[src/hdl/enms_queue.sv]
`timescale 1ns / 1ps
`default_nettype none

module enms_queue #(
    parameter int WIDTH = 8,
    parameter int DEPTH = 4,
    localparam int AW = (DEPTH > 1) ? $clog2(DEPTH) : 1,
    localparam int LW = $clog2(DEPTH + 1)
) (
    input  wire logic             i_clk,
    input  wire logic             i_rst_n,
    input  wire logic             i_push,
    input  wire logic [WIDTH-1:0] i_data,
    input  wire logic             i_pop,
    output logic      [WIDTH-1:0] o_data,
    output logic                  o_empty,
    output logic      [LW-1:0]    o_level
);

    logic [WIDTH-1:0] r_mem [DEPTH];
    logic [AW-1:0]    r_wr_ptr;
    logic [AW-1:0]    r_rd_ptr;
    logic [LW-1:0]    r_level;
    logic [AW-1:0]    n_wr_ptr;
    logic [AW-1:0]    n_rd_ptr;
    logic [LW-1:0]    n_level;

    always_comb begin
        n_wr_ptr = (r_wr_ptr == AW'(DEPTH - 1)) ? '0 : r_wr_ptr + 1'b1;
        n_rd_ptr = (r_rd_ptr == AW'(DEPTH - 1)) ? '0 : r_rd_ptr + 1'b1;
        n_level  = r_level + LW'(i_push) - LW'(i_pop);
    end

    always_ff @(posedge i_clk) begin
        if (!i_rst_n) begin
            r_wr_ptr <= '0;
            r_rd_ptr <= '0;
            r_level  <= '0;
        end else begin
            if (i_push) begin
                r_wr_ptr <= n_wr_ptr;
            end
            if (i_pop) begin
                r_rd_ptr <= n_rd_ptr;
            end
            r_level <= n_level;
        end
    end

    always_ff @(posedge i_clk) begin
        if (i_push) begin
            r_mem[r_wr_ptr] <= i_data;
        end
    end

    assign o_data  = r_mem[r_rd_ptr];
    assign o_empty = (r_level == '0);
    assign o_level = r_level;

`ifndef SYNTHESIS
    a_no_overflow: assert property (@(posedge i_clk) disable iff (!i_rst_n)
        i_push |-> (r_level != LW'(DEPTH)))
        else $error("Queue written while holding DEPTH items.");

    a_no_underflow: assert property (@(posedge i_clk) disable iff (!i_rst_n)
        i_pop |-> !o_empty)
        else $error("Queue read while empty.");
`endif

endmodule

`default_nettype wire

[config.mk]
export PLATFORM = sky130hd
export DESIGN_NAME = enms_queue
export DESIGN_NICKNAME = d
export VERILOG_FILES = /design/src/hdl/enms_queue.sv
export SDC_FILE = /design/constraint.sdc
export NUM_CORES = 1
export LEC_CHECK = 0
export BUFFER_PORTS_ARGS = -buffer_cell sky130_fd_sc_hd__clkbuf_2
export CAP_MARGIN = 20
export CORE_MARGIN = 2
export CORE_UTILIZATION = 35
export DETAILED_ROUTE_END_ITERATION = 10
export PLACE_DENSITY_LB_ADDON = 0.12
export SYNTH_ARGS = -nofsm -noshare
export SYNTH_HDL_FRONTEND = slang
export SYNTH_SLANG_ARGS = --single-unit
[constraint.sdc]
create_clock -name i_clk -period 2.1 [get_ports i_clk]
set_input_delay 0.315 -clock i_clk [delete_from_list [all_inputs] [get_ports i_clk]]
set_output_delay 0.315 -clock i_clk [all_outputs]
set_load 0.005 [all_outputs]
### Yosys cells after proc, flatten, opt, wreduce, memory -nomap -nowiden

Memory sizes are Yosys's and may differ from the RTL's. A register that Yosys moved wholly into a read port is not among the register bits.
Index checks and enable logic that the tools add are counted.

| word-level totals | value |
|---|---|
| flip-flop bits (word level) | 7 |
| memory bits (writable) | 32 |
| input port bits | 12 |
| output and inout bits | 12 |
| word-level logic and storage cells | 17 |
| memories | 1 |

Memories:

| memory | depth | width | rd ports | clocked after memory_dff | write ports | line | source |
|---|---|---|---|---|---|---|---|
| r_mem | 4 | 8 | 1 | 1 | 1 | 20 | `logic [WIDTH-1:0] r_mem [DEPTH];` |

| cells by class | value |
|---|---|
| $add $sub $neg | 4 |
| equal/unequal tests | 2 |
| muxes and demuxes | 6 |
| reduce and logical (&&, ||, !) cells | 1 |

Operators by type and width:

| operator | number |
|---|---|
| 2-bit 2-to-1 mux | 4 |
| 2-bit by 1-bit adder with 2-bit output (second input constant) | 2 |
| 2-bit == test (second input constant) | 2 |
| 3-bit by 1-bit adder with 3-bit output | 1 |
| 3-bit zero test | 1 |
| 3-bit by 1-bit subtractor with 3-bit output | 1 |
| 1-bit 2-to-1 mux | 2 |

### Longest topological paths before layout

Gate-level depths: netlist of run 1.

| depth | value |
|---|---|
| word-level depth | 4 |
| gate-level depth with buffers | 8 |
| gate-level depth less buffers | 8 |

### Worst setup path after synthesis of run 1

Ideal clock, no wire load.

| path | value |
|---|---|
| kind | register to register |
| start | reg r_level[0], in the netlist o_level[0] |
| end | reg r_level[2], in the netlist o_level[2] |
| data arrival time | 1435 ps |
| required time | 1983 ps |
| slack | 548 ps |
| cell stages (with the launch flop) | 9 |
| path buffers | 0 |
| cells stage by stage | dfxtp_1 -> inv_1 -> ha_1 -> inv_1 -> ha_1 -> inv_1 -> fa_1 -> xnor3_1 -> nor2_1 |

| between the ends | value |
|---|---|
| word-level cells in the longest chain between the ends | 2 |

RTL lines:

| item | line | source |
|---|---|---|
| from (decl) | 23 | `logic [LW-1:0] r_level;` |
| from (signal assigned) | 46 | `r_level <= n_level;` |
| 3-bit by 1-bit adder with 3-bit output | 31 | `n_level = r_level + LW'(i_push) - LW'(i_pop);` |
| 3-bit by 1-bit subtractor with 3-bit output | 31 |  |

Every way passes these cells.
A chain may end at the register's enable or synchronous reset.

==> flow_summary.yaml, run 1 <==
run_status:
  status: "finished clean"
synthesis:
  synthMuxAreaShare_pct: 12.5
  synth_top_family_by_area: "multiplexers"
  post_synth_main_area_contributors: "edfxtp_1 60%, dfxtp_1 11%, mux4_2 11%"
  syn_inst: 84
  synth_top_area_cell: "edfxtp_1"
  synth_compound_area_share_pct: 0.625
  synth_fa_ha_area_share_pct: 6.72
  ys_seq_area_share_pct: 71.2
  ys_ff_latch: 41
  synth_area_per_cell_um2: 19.1
  synth_cell_types: 16
  synth_fp_nets: 104
  synthSimpleGateAreaFrac_pct: 5.08
  syn_area_mm2: 0.00160
  synth_top_area_share_pct: 60.0
  synth_warnings: 0
  synth_xor_area_share_pct: 1.41
grt:
  grt_pass1_vias: 855
  grt_max_degree: 13
  antenna_found_initial: 0
  grt_pass1_wl_um: 4110
  track_usage_pct: 11.3
  grt.overflow.total: 0
detailed_routing:
  wirelength_um: 2490
  drtAntennaViolNets: 0
  wl_per_cell_um: 15.0
  vias_per_cell: 4.77
  dr.pass1.iters: 2
  drt_iter0_drc: 47
  route.detailed.drc: 0
  via_count: 791
placement:
  gp_congestion: 0.615
  dpl.hpwl_um: 1720
  portBuffers: 23
timing:
  finalHoldViolCount: 0
  rsz0062_at_grt: "false"
  slew_viol_final: 0
  timing.clock.skew_ns: 0.00215
  setup_viol: 0
  final.setup.tns_ns: 0
  relSlewSlack_pct: 69.6
  period_share_pct: 84.7
  timing.fmax_mhz: 562
  period_needed_ns: 1.78
  tightestPinTransition_ns: 0.456
clock_network:
  cts_buffers: 5
  post_cts_buffers: 0
  cts_tree: "yes"
  insertion_delay_ns: 0.29
  clkSinkCount: 41
  cts_root_buf: "clkbuf_8"
  cts_resized: 0
  clkTransAtPathRegs_ns: 0.08
  hold_buffers: 0
  htree_levels: 2
  clock_path_buffers: 2
layout:
  syn2layout_area_growth_pct: 17.3
  antennaDiodeCount: 0
  drive_gt1_share_pct: 33.3
  final_nets: 133
critical_path:
  cp-start-kind: "flip-flop"
  endpoint_kind: "output port"
  cp_max_fo: 8
  worstPathArrival_ns: 1.46
  path_class: "reg2out"
  crit_required_ns: 1.78
die:
  die_w_um: 71.6
  die_area_mm2: 0.00513
  fp.dieH_um: 71.6
  core-area_mm2: 0.00438
  ios: 24
  initial_core_util_pct: 36.5
  rows: 24
power_and_ir_drop:
  power.total_mw: 1.80
  powerDensity_mw_per_mm2: 958
  power_leakage_nw: 0.712
  peakVddDrop_uv: 437
worst_hold_path:
  hold_path_class: "in2reg"
job:
  cap_viol_max_count: 0
==> layout by cell type, fill, tap and decap left out, types with 4 or more instances in the layout <==
| cell type | count |
|---|---|
| dfxtp_1 | 9 |
| and2_1 | 5 |
| mux4_2 | 8 |
| edfxtp_1 | 32 |
| nor2_1 | 4 |
| inv_1 | 6 |
| clkbuf_2 | 23 |
| clkbuf_8 | 5 |
| ha_1 | 7 |
==> state kept, by name, indices dropped and copies added (netlist names), named ones only <==
| register | flops |
|---|---|
| r_mem | 32 |
| r_rd_ptr | 2 |
| r_wr_ptr | 2 |
| o_level | 3 |
==> critical path, cell delays in order (launching register included) <==
cell	delay (ns)
dfxtp_1	0.31
buf_4	0.20
mux4_2	0.53
clkbuf_2	0.13
==> path summary, 6_finish.rpt <==
check                                              start                       end  slack (ns)  cells after the start
worst max register to register     o_level[0]$_SDFF_PN0_     o_level[2]$_SDFF_PN0_        0.48                      8
worst min-delay path                           i_data[5]     r_mem[0][5]$_DFFE_PP_        0.24                      1
worst min register to register  r_rd_ptr[0]$_SDFFE_PN0P_  r_rd_ptr[0]$_SDFFE_PN0P_        0.52                      2
worst max-delay path                           flip-flop                 o_data[7]        0.32                      3
==> per-stage QoR <==
stage               setup WS (ns)  cell area (µm²)  util (%)  std cells  hold slack [ns]
finish                      0.321             1880      42.9        166            0.237
global route                0.202             1880      42.9        166            0.233
CTS                         0.289             1880      42.9        166            0.232
detailed placement          0.423             1770      40.4        158            0.497
global placement            0.453             1770      40.4        158            0.512
floorplan                   0.548             1600         -         84            0.414
==> cell usage after synthesis <==
cell and n:
edfxtp_1 32, dfxtp_1 9, nand2b_1 2, clkbuf_2 1
nor2_1 4, and2_1 5, buf_6 1, inv_1 6
fa_1 1, mux4_2 8, or3b_1 2, mux2i_1 2
nor3_1 1, xnor3_1 1, ha_1 7, a21oi_1 2
==> final cells by class <==
cell class,count,area (µm²)
clock inverter,2,33.8
sequential,41,1140
tap,52,65.1
inverter,6,22.5
multi-input combinational,35,422
fill,406,2500
timing repair buffer,24,123
clock buffer,6,72.6
==> routing by layer <==
layer,wire (µm),track usage (%),vias to the layer above
li1,-,-,372
met1,1040,12.7,392
met2,1240,18.2,21
met3,165,5.34,6
met4,46,5.03,0
met5,0,0,-
==> cell families after synthesis <==
group,count (synthesis)
buffers and inverters,8
flip-flops,41
XOR/XNOR,1
AO/OA/AOI/OAI,2
adder cells (fa/ha/maj),8
multiplexers,10
AND/OR/NAND/NOR,14
==> report_power, final <==
| part | switching (mW) | total (mW) | internal (mW) |
|---|---|---|---|
| sequential | 0.0362 | 0.963 | 0.927 |
| combinational | 0.0909 | 0.219 | 0.128 |
| clock | 0.266 | 0.617 | 0.351 |
Power figures use the tool's default switching activity.
==> run 2: changes to the inputs <==
==> constraint.sdc (replaced) <==
create_clock -name i_clk -period 1.5 [get_ports i_clk]
set_input_delay 0.225 -clock i_clk [delete_from_list [all_inputs] [get_ports i_clk]]
set_output_delay 0.225 -clock i_clk [all_outputs]
set_load 0.005 [all_outputs]
==> run 2 against run 1 <==
  * The run now ends with setup timing left
  * Clock-buffer cell count unchanged
  * Non-clock buffer count up 7
  * First-iteration DRC count up 30%
  * Sequential cell count unchanged
==> flow_summary.yaml, run 2 (same netlist as run 1, synthesis figures left out) <==
run_status:
  status: "complete, but fails checks"
  violations: "setup timing"
grt:
  track_usage_pct: 10.9
  antenna_found_initial: 0
  grt_pass1_wl_um: 4040
  grt_pass1_vias: 833
  grt_max_degree: 13
  grt.overflow.total: 0
detailed_routing:
  route.detailed.drc: 0
  via_count: 814
  wirelength_um: 2430
  drtAntennaViolNets: 0
  wl_per_cell_um: 14.1
  drt_iter0_drc: 61
  dr.pass1.iters: 4
  vias_per_cell: 4.71
layout:
  syn2layout_area_growth_pct: 22.0
  finalInstanceArea_mm2: 0.00195
  drive_gt1_share_pct: 44.6
  layoutNonFillerInstCount: 173
  mostFrequentLayoutCell: "edfxtp_1"
  antennaDiodeCount: 0
  top_register: "r_mem"
  post-route-util_pct: 44.5
  final_nets: 140
  layout_common_cells: "32 x edfxtp_1, 23 x clkbuf_2, 8 x mux4_2"
  largest_register_ffs: 32
clock_network:
  clock_path_buffers: 2
  insertion_delay_ns: 0.29
  cts_buffers: 5
  htree_levels: 2
  clkTransAtPathRegs_ns: 0.07
  hold_buffers: 0
  clkSinkCount: 41
  cts_root_buf: "clkbuf_8"
  cts_tree: "yes"
timing:
  final.setup.tns_ns: -0.876
  slew_viol_final: 0
  rsz0062_at_grt: "true"
  setup_viol: 8
  timing.clock.skew_ns: 0.00509
  tightestPinTransition_ns: 0.195
  period_share_pct: 108
  finalHoldViolCount: 0
  period_needed_ns: 1.63
  timing.fmax_mhz: 615
  setup_ws_ns: -0.127
  relSlewSlack_pct: 87.0
critical_path:
  crit_required_ns: 1.27
  cp-start-kind: "flip-flop"
  cp_max_fo: 8
  worstPathArrival_ns: 1.40
  endpoint_kind: "output port"
  path_class: "reg2out"
  max_stage_delay_ns: 0.50
  crit_chain: "buf_12 -> mux4_2 -> clkbuf_2"
  cp_slowest_cell: "mux4_2"
power_and_ir_drop:
  power.total_mw: 2.38
  peakVddDrop_uv: 532
  p_sw_share_pct: 23.0
  clkPwrFrac_pct: 28.4
  p_comb_share_pct: 15.3
  p_int_mw: 1.84
  sequentialPowerShare_pct: 56.3
  p_switching_uw: 548
  power_leakage_nw: 0.743
  powerDensity_mw_per_mm2: 1220
worst_hold_path:
  hold_path_class: "in2reg"
die:
  die_w_um: 71.6
  ios: 24
  rows: 24
  fp.dieH_um: 71.6
  die_area_mm2: 0.00513
  core-area_mm2: 0.00438
  initial_core_util_pct: 36.5
placement:
  portBuffers: 23
  gp_congestion: 0.698
  dpl_cell_area_mm2: 0.00184
  placed_cells: 165
  dpl.hpwl_um: 1690
job:
  cap_viol_max_count: 0
-- run 2: cell count changes in the layout (fill, tap and decap cells not counted), sizes merged --
| cell | delta |
|---|---|
| bufinv | -1 |
| clkinv | +1 |
| buf | +7 |
-- run 2: per-stage QoR --
stage	setup slack (ns)	hold slack, ns
2_1_floorplan	0.0160	0.324
3_3_place_gp	0.00638	0.441
3_5_place_dp	-0.0258	0.446
4_1_cts	-0.149	0.142
5_1_grt	-0.190	0.145
6_report	-0.127	0.151
-- run 2: cell type report --
class                           instances  area [µm²]
Clock buffer                            6        72.6
Timing Repair Buffer                   31         188
Multi-Input combinational cell         35         449
Clock inverter                          2        10.0
Fill cell                             386        2430
Inverter                                6        25.0
Sequential cell                        41        1140
Tap cell                               52        65.1
-- run 2: routing by layer --
layer  up-vias  track usage (%)  part of all wire [%]
met2        24             18.6                    53
met1       396             11.8                    39
met4         0             4.40                   1.8
met3         7             4.64                   6.7
li1        387                -                     -
met5         -                0                     0
-- run 2: final timing paths --
| path | start | to | slack (ns) | cells past startpoint |
|---|---|---|---|---|
| min | i_data[2] | r_mem[3][2]$_DFFE_PP_ | 0.15 | 1 |
| max | flip-flop | o_data[0] | -0.13 | 3 |
| min reg2reg | r_rd_ptr[0]$_SDFFE_PN0P_ | flip-flop | 0.50 | 2 |
| max reg2reg | o_level[0]$_SDFF_PN0_ | o_level[2]$_SDFF_PN0_ | 0.04 | 8 |
-- run 2: repair_timing --
action,CTS,global route
endpoints found under the setup margin,10,10
gates resized for setup,7,1
pin swaps,2,2
setup buffers,0,0
-- run 2: worst max-delay path: cells and delay by family, from the launching register on --
family / cells / cell delay (ns)
buffers and inverters: 2 / 0.27
DFF: 1 / 0.34
muxes: 1 / 0.50
-- run 2: power groups by stage --
| stage | Clock (mW) | Sequential, mW | Combinational, mW |
|---|---|---|---|
| final | 0.678 | 1.34 | 0.364 |
| after global routing | 0.755 | 1.35 | 0.410 |
| after CTS | 0.701 | 1.34 | 0.365 |
| after detailed placement | 0 | 1.37 | 0.346 |
| after global placement | 0 | 1.36 | 0.339 |
| after floorplan | 0 | 1.36 | 0.199 |
