<file path="src/hdl/enms_pkg.sv">
`timescale 1ns / 1ps
`default_nettype none

package enms_pkg;

    // Gradient and magnitude widths follow from the fixed 16-bit payload fields.
    localparam int GRAD_BITS  = 16;
    localparam int MAG_BITS   = 2 * GRAD_BITS;
    localparam int SLOPE_BITS = GRAD_BITS + 16;

    localparam int IMAGE_SIZE_DEF = 256;
    localparam int PIXEL_BITS     = 8;

    localparam int MARGIN_BITS = 6;
    localparam logic [MARGIN_BITS-1:0] MARGIN_RESET = 6'd3;

    // Slope thresholds tan(22.5) and tan(67.5), scaled by SLOPE_SCALE.
    localparam int TAN_LOW_X10K  = 4142;
    localparam int TAN_HIGH_X10K = 24142;
    localparam int SLOPE_SCALE   = 10000;

    localparam int MID_DEPTH = 4;
    localparam int OUT_DEPTH = 4;

    typedef enum logic [1:0] {
        SEC_HORZ,
        SEC_DIAG_RISE,
        SEC_DIAG_FALL,
        SEC_VERT
    } t_sector;

    typedef struct packed {
        logic signed [GRAD_BITS-1:0] grad_x;
        logic signed [GRAD_BITS-1:0] grad_y;
        logic                        frame_start;
    } t_pixel;

    typedef struct packed {
        logic                  peak;
        logic [PIXEL_BITS-1:0] pixel_row;
        logic [PIXEL_BITS-1:0] pixel_col;
    } t_flag;

    typedef struct packed {
        logic s1_busy;
        logic s2_busy;
    } t_front_busy;

endpackage

`default_nettype wire

</file>
<file path="src/hdl/enms_front.sv">
`timescale 1ns / 1ps
`default_nettype none

module enms_front
    import enms_pkg::*;
#(
    parameter int IMAGE_SIZE = IMAGE_SIZE_DEF,
    localparam int PW = $clog2(IMAGE_SIZE)
) (
    input  wire logic                i_clk,
    input  wire logic                i_rst_n,
    input  wire logic                i_accept,
    input  wire t_pixel              i_pixel,
    output logic                     o_push,
    output logic      [MAG_BITS-1:0] o_mag,
    output t_sector                  o_sector,
    output logic      [PW-1:0]       o_row,
    output logic      [PW-1:0]       o_col,
    output t_front_busy              o_busy
);

    localparam logic [PW-1:0] LAST_POS = PW'(IMAGE_SIZE - 1);
    localparam logic signed [SLOPE_BITS-1:0] SCALE_S  = SLOPE_BITS'(SLOPE_SCALE);
    localparam logic signed [SLOPE_BITS-1:0] TAN_LO_S = SLOPE_BITS'(TAN_LOW_X10K);
    localparam logic signed [SLOPE_BITS-1:0] TAN_HI_S = SLOPE_BITS'(TAN_HIGH_X10K);

    // Position counters for the next incoming pixel.
    logic [PW-1:0] r_row_cnt;
    logic [PW-1:0] r_col_cnt;
    logic [PW-1:0] n_row_cnt;
    logic [PW-1:0] n_col_cnt;
    logic [PW-1:0] cur_row;
    logic [PW-1:0] cur_col;

    logic signed [GRAD_BITS:0] gx_e;
    logic signed [GRAD_BITS:0] gy_e;
    logic signed [GRAD_BITS:0] abs_x;
    logic signed [GRAD_BITS:0] abs_y;
    logic signed [GRAD_BITS:0] num;
    logic [GRAD_BITS-1:0]      den;
    logic [GRAD_BITS-1:0]      mag_y;

    logic [MAG_BITS-1:0]          n_s1_sq_x;
    logic [MAG_BITS-1:0]          n_s1_sq_y;
    logic signed [SLOPE_BITS-1:0] n_s1_slope;
    logic signed [SLOPE_BITS-1:0] n_s1_lim_lo;
    logic signed [SLOPE_BITS-1:0] n_s1_lim_hi;

    // Stage 1: products.
    logic                         r_s1_valid;
    logic [MAG_BITS-1:0]          r_s1_sq_x;
    logic [MAG_BITS-1:0]          r_s1_sq_y;
    logic signed [SLOPE_BITS-1:0] r_s1_slope;
    logic signed [SLOPE_BITS-1:0] r_s1_lim_lo;
    logic signed [SLOPE_BITS-1:0] r_s1_lim_hi;
    logic                         r_s1_gx_zero;
    logic                         r_s1_gy_zero;
    logic [PW-1:0]                r_s1_row;
    logic [PW-1:0]                r_s1_col;

    logic signed [SLOPE_BITS-1:0] neg_lo;
    logic signed [SLOPE_BITS-1:0] neg_hi;
    logic [MAG_BITS-1:0]          n_s2_mag;
    t_sector                      n_s2_sector;

    // Stage 2: magnitude and sector.
    logic                r_s2_valid;
    logic [MAG_BITS-1:0] r_s2_mag;
    t_sector             r_s2_sector;
    logic [PW-1:0]       r_s2_row;
    logic [PW-1:0]       r_s2_col;

    always_comb begin
        cur_row = i_pixel.frame_start ? '0 : r_row_cnt;
        cur_col = i_pixel.frame_start ? '0 : r_col_cnt;
        if (cur_col == LAST_POS) begin
            n_col_cnt = '0;
            n_row_cnt = (cur_row == LAST_POS) ? '0 : cur_row + 1'b1;
        end else begin
            n_col_cnt = cur_col + 1'b1;
            n_row_cnt = cur_row;
        end
    end

    // The slope is folded so that the denominator is never negative.
    always_comb begin
        gx_e  = $signed({i_pixel.grad_x[GRAD_BITS-1], i_pixel.grad_x});
        gy_e  = $signed({i_pixel.grad_y[GRAD_BITS-1], i_pixel.grad_y});
        abs_x = gx_e[GRAD_BITS] ? -gx_e : gx_e;
        abs_y = gy_e[GRAD_BITS] ? -gy_e : gy_e;
        num   = gx_e[GRAD_BITS] ? -gy_e : gy_e;
        den   = abs_x[GRAD_BITS-1:0];
        mag_y = abs_y[GRAD_BITS-1:0];

        n_s1_sq_x   = MAG_BITS'(den) * MAG_BITS'(den);
        n_s1_sq_y   = MAG_BITS'(mag_y) * MAG_BITS'(mag_y);
        n_s1_slope  = SLOPE_BITS'(num) * SCALE_S;
        n_s1_lim_lo = SLOPE_BITS'($signed({1'b0, den})) * TAN_LO_S;
        n_s1_lim_hi = SLOPE_BITS'($signed({1'b0, den})) * TAN_HI_S;
    end

    always_comb begin
        neg_lo   = -r_s1_lim_lo;
        neg_hi   = -r_s1_lim_hi;
        n_s2_mag = r_s1_sq_x + r_s1_sq_y;
        if (r_s1_gx_zero) begin
            n_s2_sector = r_s1_gy_zero ? SEC_HORZ : SEC_VERT;
        end else if (r_s1_slope <= r_s1_lim_lo && r_s1_slope > neg_lo) begin
            n_s2_sector = SEC_HORZ;
        end else if (r_s1_slope <= r_s1_lim_hi && r_s1_slope > r_s1_lim_lo) begin
            n_s2_sector = SEC_DIAG_RISE;
        end else if (r_s1_slope <= neg_lo && r_s1_slope > neg_hi) begin
            n_s2_sector = SEC_DIAG_FALL;
        end else begin
            n_s2_sector = SEC_VERT;
        end
    end

    always_ff @(posedge i_clk) begin
        if (!i_rst_n) begin
            r_row_cnt  <= '0;
            r_col_cnt  <= '0;
            r_s1_valid <= 1'b0;
            r_s2_valid <= 1'b0;
        end else begin
            if (i_accept) begin
                r_row_cnt <= n_row_cnt;
                r_col_cnt <= n_col_cnt;
            end
            r_s1_valid <= i_accept;
            r_s2_valid <= r_s1_valid;
        end
    end

    always_ff @(posedge i_clk) begin
        r_s1_sq_x    <= n_s1_sq_x;
        r_s1_sq_y    <= n_s1_sq_y;
        r_s1_slope   <= n_s1_slope;
        r_s1_lim_lo  <= n_s1_lim_lo;
        r_s1_lim_hi  <= n_s1_lim_hi;
        r_s1_gx_zero <= (i_pixel.grad_x == '0);
        r_s1_gy_zero <= (i_pixel.grad_y == '0);
        r_s1_row     <= cur_row;
        r_s1_col     <= cur_col;
        r_s2_mag     <= n_s2_mag;
        r_s2_sector  <= n_s2_sector;
        r_s2_row     <= r_s1_row;
        r_s2_col     <= r_s1_col;
    end

    assign o_push          = r_s2_valid;
    assign o_mag           = r_s2_mag;
    assign o_sector        = r_s2_sector;
    assign o_row           = r_s2_row;
    assign o_col           = r_s2_col;
    assign o_busy.s1_busy  = r_s1_valid;
    assign o_busy.s2_busy  = r_s2_valid;

endmodule

`default_nettype wire

</file>
<file path="config.mk">
export PLATFORM = sky130hd
export DESIGN_NAME = enms_front
export DESIGN_NICKNAME = d
export VERILOG_FILES = /design/src/hdl/enms_pkg.sv /design/src/hdl/enms_front.sv
export SDC_FILE = /design/constraint.sdc
export NUM_CORES = 2
export LEC_CHECK = 0
export ABC_AREA = 1
export BUFFER_PORTS_ARGS = -buffer_cell sky130_fd_sc_hd__buf_2
export CAP_MARGIN = 0
export CORE_MARGIN = 2
export CORE_UTILIZATION = 45
export CTS_BUF_LIST = sky130_fd_sc_hd__clkbuf_8
export CTS_CLUSTER_DIAMETER = 30
export DETAILED_ROUTE_END_ITERATION = 10
export PLACE_DENSITY = 0.65
export SLEW_MARGIN = 5
export SYNTH_ARGS = -nofsm -noshare
export SYNTH_HDL_FRONTEND = slang
export SYNTH_SLANG_ARGS = --single-unit
</file>
<file path="constraint.sdc">
create_clock -name i_clk -period 8.4 [get_ports i_clk]
set_input_delay 0.42 -clock i_clk [delete_from_list [all_inputs] [get_ports i_clk]]
set_output_delay 0.42 -clock i_clk [all_outputs]
set_load 0.05 [all_outputs]
</file>
# Word level (Yosys, flattened, before mapping)
# Cells that the tools add are included.
[classes]
mux = 13
order_cmp = 6
n_reduce_logical = 5
n_eq_ne = 2
n_addsub = 7
n_mul = 5
[op_table]
columns = ["operator", "n"]
rows = [
  ["32-bit greater-than comparator", 3],
  ["32-bit <= comparator", 3],
  ["16-bit by 16-bit multiplier with 32-bit output", 2],
  ["32-bit negator", 2],
  ["8-bit 2-to-1 mux", 5],
  ["32-bit adder", 1],
  ["16-bit logical NOT", 2],
  ["16-bit 2-to-1 mux", 2],
  ["16-bit by 14-bit multiplier with 30-bit output (second input constant)", 1],
  ["16-bit by 12-bit multiplier with 28-bit output (second input constant)", 1],
  ["17-bit by 11-bit multiplier with 28-bit output (second input constant)", 1],
  ["17-bit 2-to-1 mux", 1],
  ["16-bit negator with 17-bit output", 1],
  ["8-bit by 1-bit adder with 8-bit output (second input constant)", 2],
  ["8-bit equality test (second input constant)", 2],
  ["16-bit negator", 1],
  ["2-bit 2-to-1 mux", 4],
  ["1-bit logical AND", 3],
  ["1-bit 2-to-1 mux", 1],
]
[word_totals]
output_inout_bits = 53
register_bits = 240

# Depth between registers and ports, before layout
[depth]
depth_word = 7
ltp_mapped = 38

# Least setup slack after synthesis
# Ideal clock, no wire load.
[synth_timing]
path_kind = "input-to-reg"
startpoint = "in i_pixel[17] (netlist bit)"
endpoint = "reg r_s1_sq_x[26]"
path_slack_ns = 1.444
path_stages = 32
arrival_ns = 6.836
path_buffers = 1
path_cell_list = "inv_1 clkbuf_1 ha_1 nand2_1 nor2_2 nand3_2 nor2_1 nand2_1 nand2_2 o21ai_1 or2_1 nand2_2 ha_1 inv_1 fa_1 fa_1 inv_1 fa_1 fa_1 fa_1 inv_1 fa_1 inv_1 ha_1 nand2_1 nand2_1 a31oi_1 nand3_1 a21oi_1 nand3b_1 nand2_1 xor2_1"
[synth_between]
elab_chain_len = 3
[synth_rtl]
columns = ["item", "line", "source"]
rows = [
  ["from (decl)", "enms_front.sv:13", "input wire t_pixel i_pixel,"],
  ["16-bit negator", "enms_front.sv:89", "abs_x = gx_e[GRAD_BITS] ? -gx_e : gx_e;"],
  ["16-bit 2-to-1 mux *", "enms_front.sv:89", ""],
  ["16-bit by 16-bit multiplier with 32-bit output *", "enms_front.sv:95", "n_s1_sq_x = MAG_BITS'(den) * MAG_BITS'(den);"],
  ["named net n_s1_sq_x[26]", "enms_front.sv:43", "logic [MAG_BITS-1:0] n_s1_sq_x;"],
  ["to (signal assigned)", "enms_front.sv:136", "r_s1_sq_x <= n_s1_sq_x;"],
  ["to (decl)", "enms_front.sv:51", "logic [MAG_BITS-1:0] r_s1_sq_x;"],
]
# Mark *: on every way through the listed nets, which the timed path passes. The rest lies on a longest branch.
# A chain may end at the register's enable or synchronous reset.

# Worst setup path in the final report
[layout_timing]
startpoint = "in i_pixel[1] (netlist bit)"
endpoint = "reg r_s1_sq_y[31]"
[layout_between]
elab_chain_len = 3
[layout_rtl]
columns = ["item", "line", "source"]
rows = [
  ["16-bit negator with 17-bit output", "n/a", ""],
  ["16-bit 2-to-1 mux *", "enms_front.sv:90", "abs_y = gy_e[GRAD_BITS] ? -gy_e : gy_e;"],
  ["16-bit by 16-bit multiplier with 32-bit output *", "enms_front.sv:96", "n_s1_sq_y = MAG_BITS'(mag_y) * MAG_BITS'(mag_y);"],
  ["named net n_s1_sq_y[31]", "enms_front.sv:44", "logic [MAG_BITS-1:0] n_s1_sq_y;"],
  ["to (signal assigned)", "enms_front.sv:137", "r_s1_sq_y <= n_s1_sq_y;"],
  ["to (decl)", "enms_front.sv:52", "logic [MAG_BITS-1:0] r_s1_sq_y;"],
]
# Marked as above.

==> impl_results.md <==
* Status: completed
* Worst Setup Slack, final at 0.751 ns
* Maximum clock frequency at 0.131 GHz
* CP max-delay cell: o21ai_1
* CTS buffer count at 54
* Hold slack at 0.114 ns
* CTS clock-pin slew for the worst setup and hold paths at 0.06 ns
* Synth area leader: fa_1
* Die Y-Extent at 288 um
* Capture point of the worst reg-to-reg path: o_sector[0]
* Max Cap Viol at 0
* Pre-CTS setup slack at 0.769 ns
* Register area share after synthesis at 12.6%
* Number of fill cells at 7825
* Initial Utilization at 45.4%
* Layout cells sized above 1 at 6.39%
* Final setup viols at 0
* Hold endpoint: o_push
* Vias in the first global route at 29121
* Htree depth at 2
* Cells after synthesis at 4455
* Post-route ant nets at 0
* Hold depth at 3
* Worst Path Max Fanout at 11
* CP top delay family: adder cells
* GRT Util Overall at 23.9%
* First-pass GRT wire length at 155000 um
* CTS tree: built
* Post-synth EDFFs at 0
* Final net count at 5736
* Clock skew at 0.0135 ns
* Critical path arrival at 8.19 ns
* Final-report hold violation count at 0
* Max Buffers Root-to-Sink at 3
* Post-CTS Resized at 0
* DRT iter0 DRCs at 1752
* Via density at 5.00
* Largest net degree at the start of global routing at 40
* Worst Max-Slew Pin Slew at 1.07 ns
* Boundary Pins at 89
* IO buf count at 88
* Flops & latches, synth at 229
* Async SR Flop Fraction at 0%
* Avg Cell Area, Syn at 8.17 um2
* Crit. End Element: flip-flop
* Routed WL at 96700 um
* Crit path launch type: primary input
* CTS root buffer: clkbuf_8
* Netlist Area Pre-Place at 36400 um2
* Largest cells by area after synthesis: fa_1 (27%), ha_1 (21%), dfxtp_1 (13%)
* DP HPWL at 84600 um
* FF/Latch Area at 4580 um2
* Gpl congestion at 0.959
* WP data required at 8.94 ns
* Die ar. at 83200 um2
* Worst-skew pair later-pin latency at 0.64 ns
* FF-to-FF Start: r_s1_sq_x[0]
* Row cnt at 104
* Top cell type's share of synthesized area at 26.7%
* Horiz. Die Dim at 288 um
* CP peak stage delay at 0.58 ns
* GR Overflow Total at 0
* Core footprint at 80300 um2
* Area Overhead vs Synth at 8.28%
* Final Max Slew Viols at 0
* Setup CP Type: in -> reg
* Class of the worst hold path: in -> reg
* RSZ-0062 raised after global routing: false
* Synthesis Warnings at 0
* Clk sinks at 229
* FF-to-FF setup slack at 4.35 ns
* Post-CTS Setup Bufs at 0
* Avg WL per Cell at 16.9 um
* Ys flop type: dfxtp_1
* DR vias at 28564
* Multi-input gate area at 27700 um2
* Hold_buf cts at 1
* Finished Core Util at 49.1%
* Crit path buf inv count at 8
* Slew headroom at 27.9%
* DR DRC count at 0
* Worst Hold Launch: i_rst_n
* Drt first pass iters at 6
* Crit share post-route at 91.1%
* Initial antenna violation count at 7
* Register-to-Register Path Depth at 26
* Fin crit period at 7.65 ns
* TNS Setup at 0 ns
* Post-synth cell types at 57
-- per-layer routing --
| layer | vias to the layer above | wire length, um | global-route usage, % |
|---|---|---|---|
| li1 | 14098 | - | - |
| met1 | 13462 | 43800 | 32.8 |
| met2 | 825 | 42800 | 37.8 |
| met3 | 171 | 6940 | 4.96 |
| met4 | 8 | 3160 | 7.89 |
| met5 | - | 59 | 0 |
-- worst max path at each step --
stage / from / end / slack (ns) / cells past startpoint
after global routing: i_pixel[1] / r_s1_sq_y[28] / 0.22 / 32
final: i_pixel[1] / r_s1_sq_y[31] / 0.75 / 31
after floorplan: i_pixel[17] / r_s1_sq_x[26] / 1.44 / 32
after detailed placement: i_pixel[1] / r_s1_sq_y[28] / 0.77 / 31
after CTS: i_pixel[1] / r_s1_sq_y[28] / 0.87 / 32
after global placement: i_pixel[17] / r_s1_sq_x[29] / 0.88 / 35
-- registers in the layout, indices dropped and copies added (netlist names), 25 cells and up --
signal	flops
r_s1_lim_hi	29
r_s1_sq_x	31
r_s1_lim_lo	25
o_mag	32
r_s1_slope	27
r_s1_sq_y	31
-- cells by family after synthesis --
logic type	share of synthesized area, %
AND/OR/NAND/NOR	15.9
AO/OA/AOI/OAI	7.15
XOR/XNOR	5.06
other	0.0206
flip-flops	12.6
adder cells (fa/ha/maj)	47.7
buffers and inverters	11.5
-- tightest hold or removal path, stage by stage --
cell and delay (ns):
buf_2 0.18, nand2_1 0.08, inv_1 0.03
-- layout by cell type (no fill, tap or decap), types with 6 or more instances in the layout --
cell type      n
nand2_1      717
xnor2_1       53
conb_1        13
clkinvlp_4    10
o21bai_1      19
nor2_1       335
o21a_1         6
o211ai_1       6
inv_6          6
nand2_2       12
dfxtp_1      229
nor2_2        13
inv_2          8
inv_1       1051
a31oi_1       16
clkinv_2      10
clkinv_4       7
nand3b_1       7
fa_1         486
o21ai_0      142
nor2_4        13
nor4_1        11
nand3_1      133
clkbuf_8      59
a21oi_1      227
xor2_1       148
ha_1         611
buf_4         32
nand4_1       45
a21o_1        23
nor3_1        33
o31ai_1        6
o21ai_1        8
buf_2         88
-- metrics by stage --
stage	cells	area [um2]
CTS	5707	39400
global placement	5606	38200
finish	5709	39400
detailed placement	5606	38200
floorplan	4466	36500
global route	5708	39400
-- synth_stat cells (3+ instances only) --
library cell,n
a21boi_0,4
a21o_1,23
o211ai_1,6
nor2_2,13
a21oi_1,227
dfxtp_1,229
nand4_1,45
clkbuf_1,24
nand3b_1,7
nand3_1,133
inv_1,1046
xor2_2,5
xor2_1,148
nand3_2,4
o21a_1,6
o21ai_2,4
nor2_4,13
and2_1,4
o21bai_1,19
nand2_1,717
nor2_1,335
clkinv_1,5
o31ai_1,6
buf_4,4
nand2_2,12
clkbuf_8,4
xnor2_1,53
inv_2,8
o21ai_0,143
a31oi_1,16
ha_1,611
buf_2,6
nand2_4,3
nor4_1,11
or2_2,5
o221ai_1,3
o21ai_1,8
nor3_1,33
fa_1,486
-- area by class of cell --
cell class,instances,share of cell area (%)
Antenna cell,2,0.0127
Clock buffer,59,2.06
Clock inverter,41,0.901
Inverter,1060,10.1
Multi-Input combinational cell,3137,70.2
Sequential cell,229,11.6
Tap cell,1060,3.36
Timing Repair Buffer,121,1.75
Power is not shown: default switching activity piles up to over one toggle a cycle in this logic, so the estimate is an artifact.
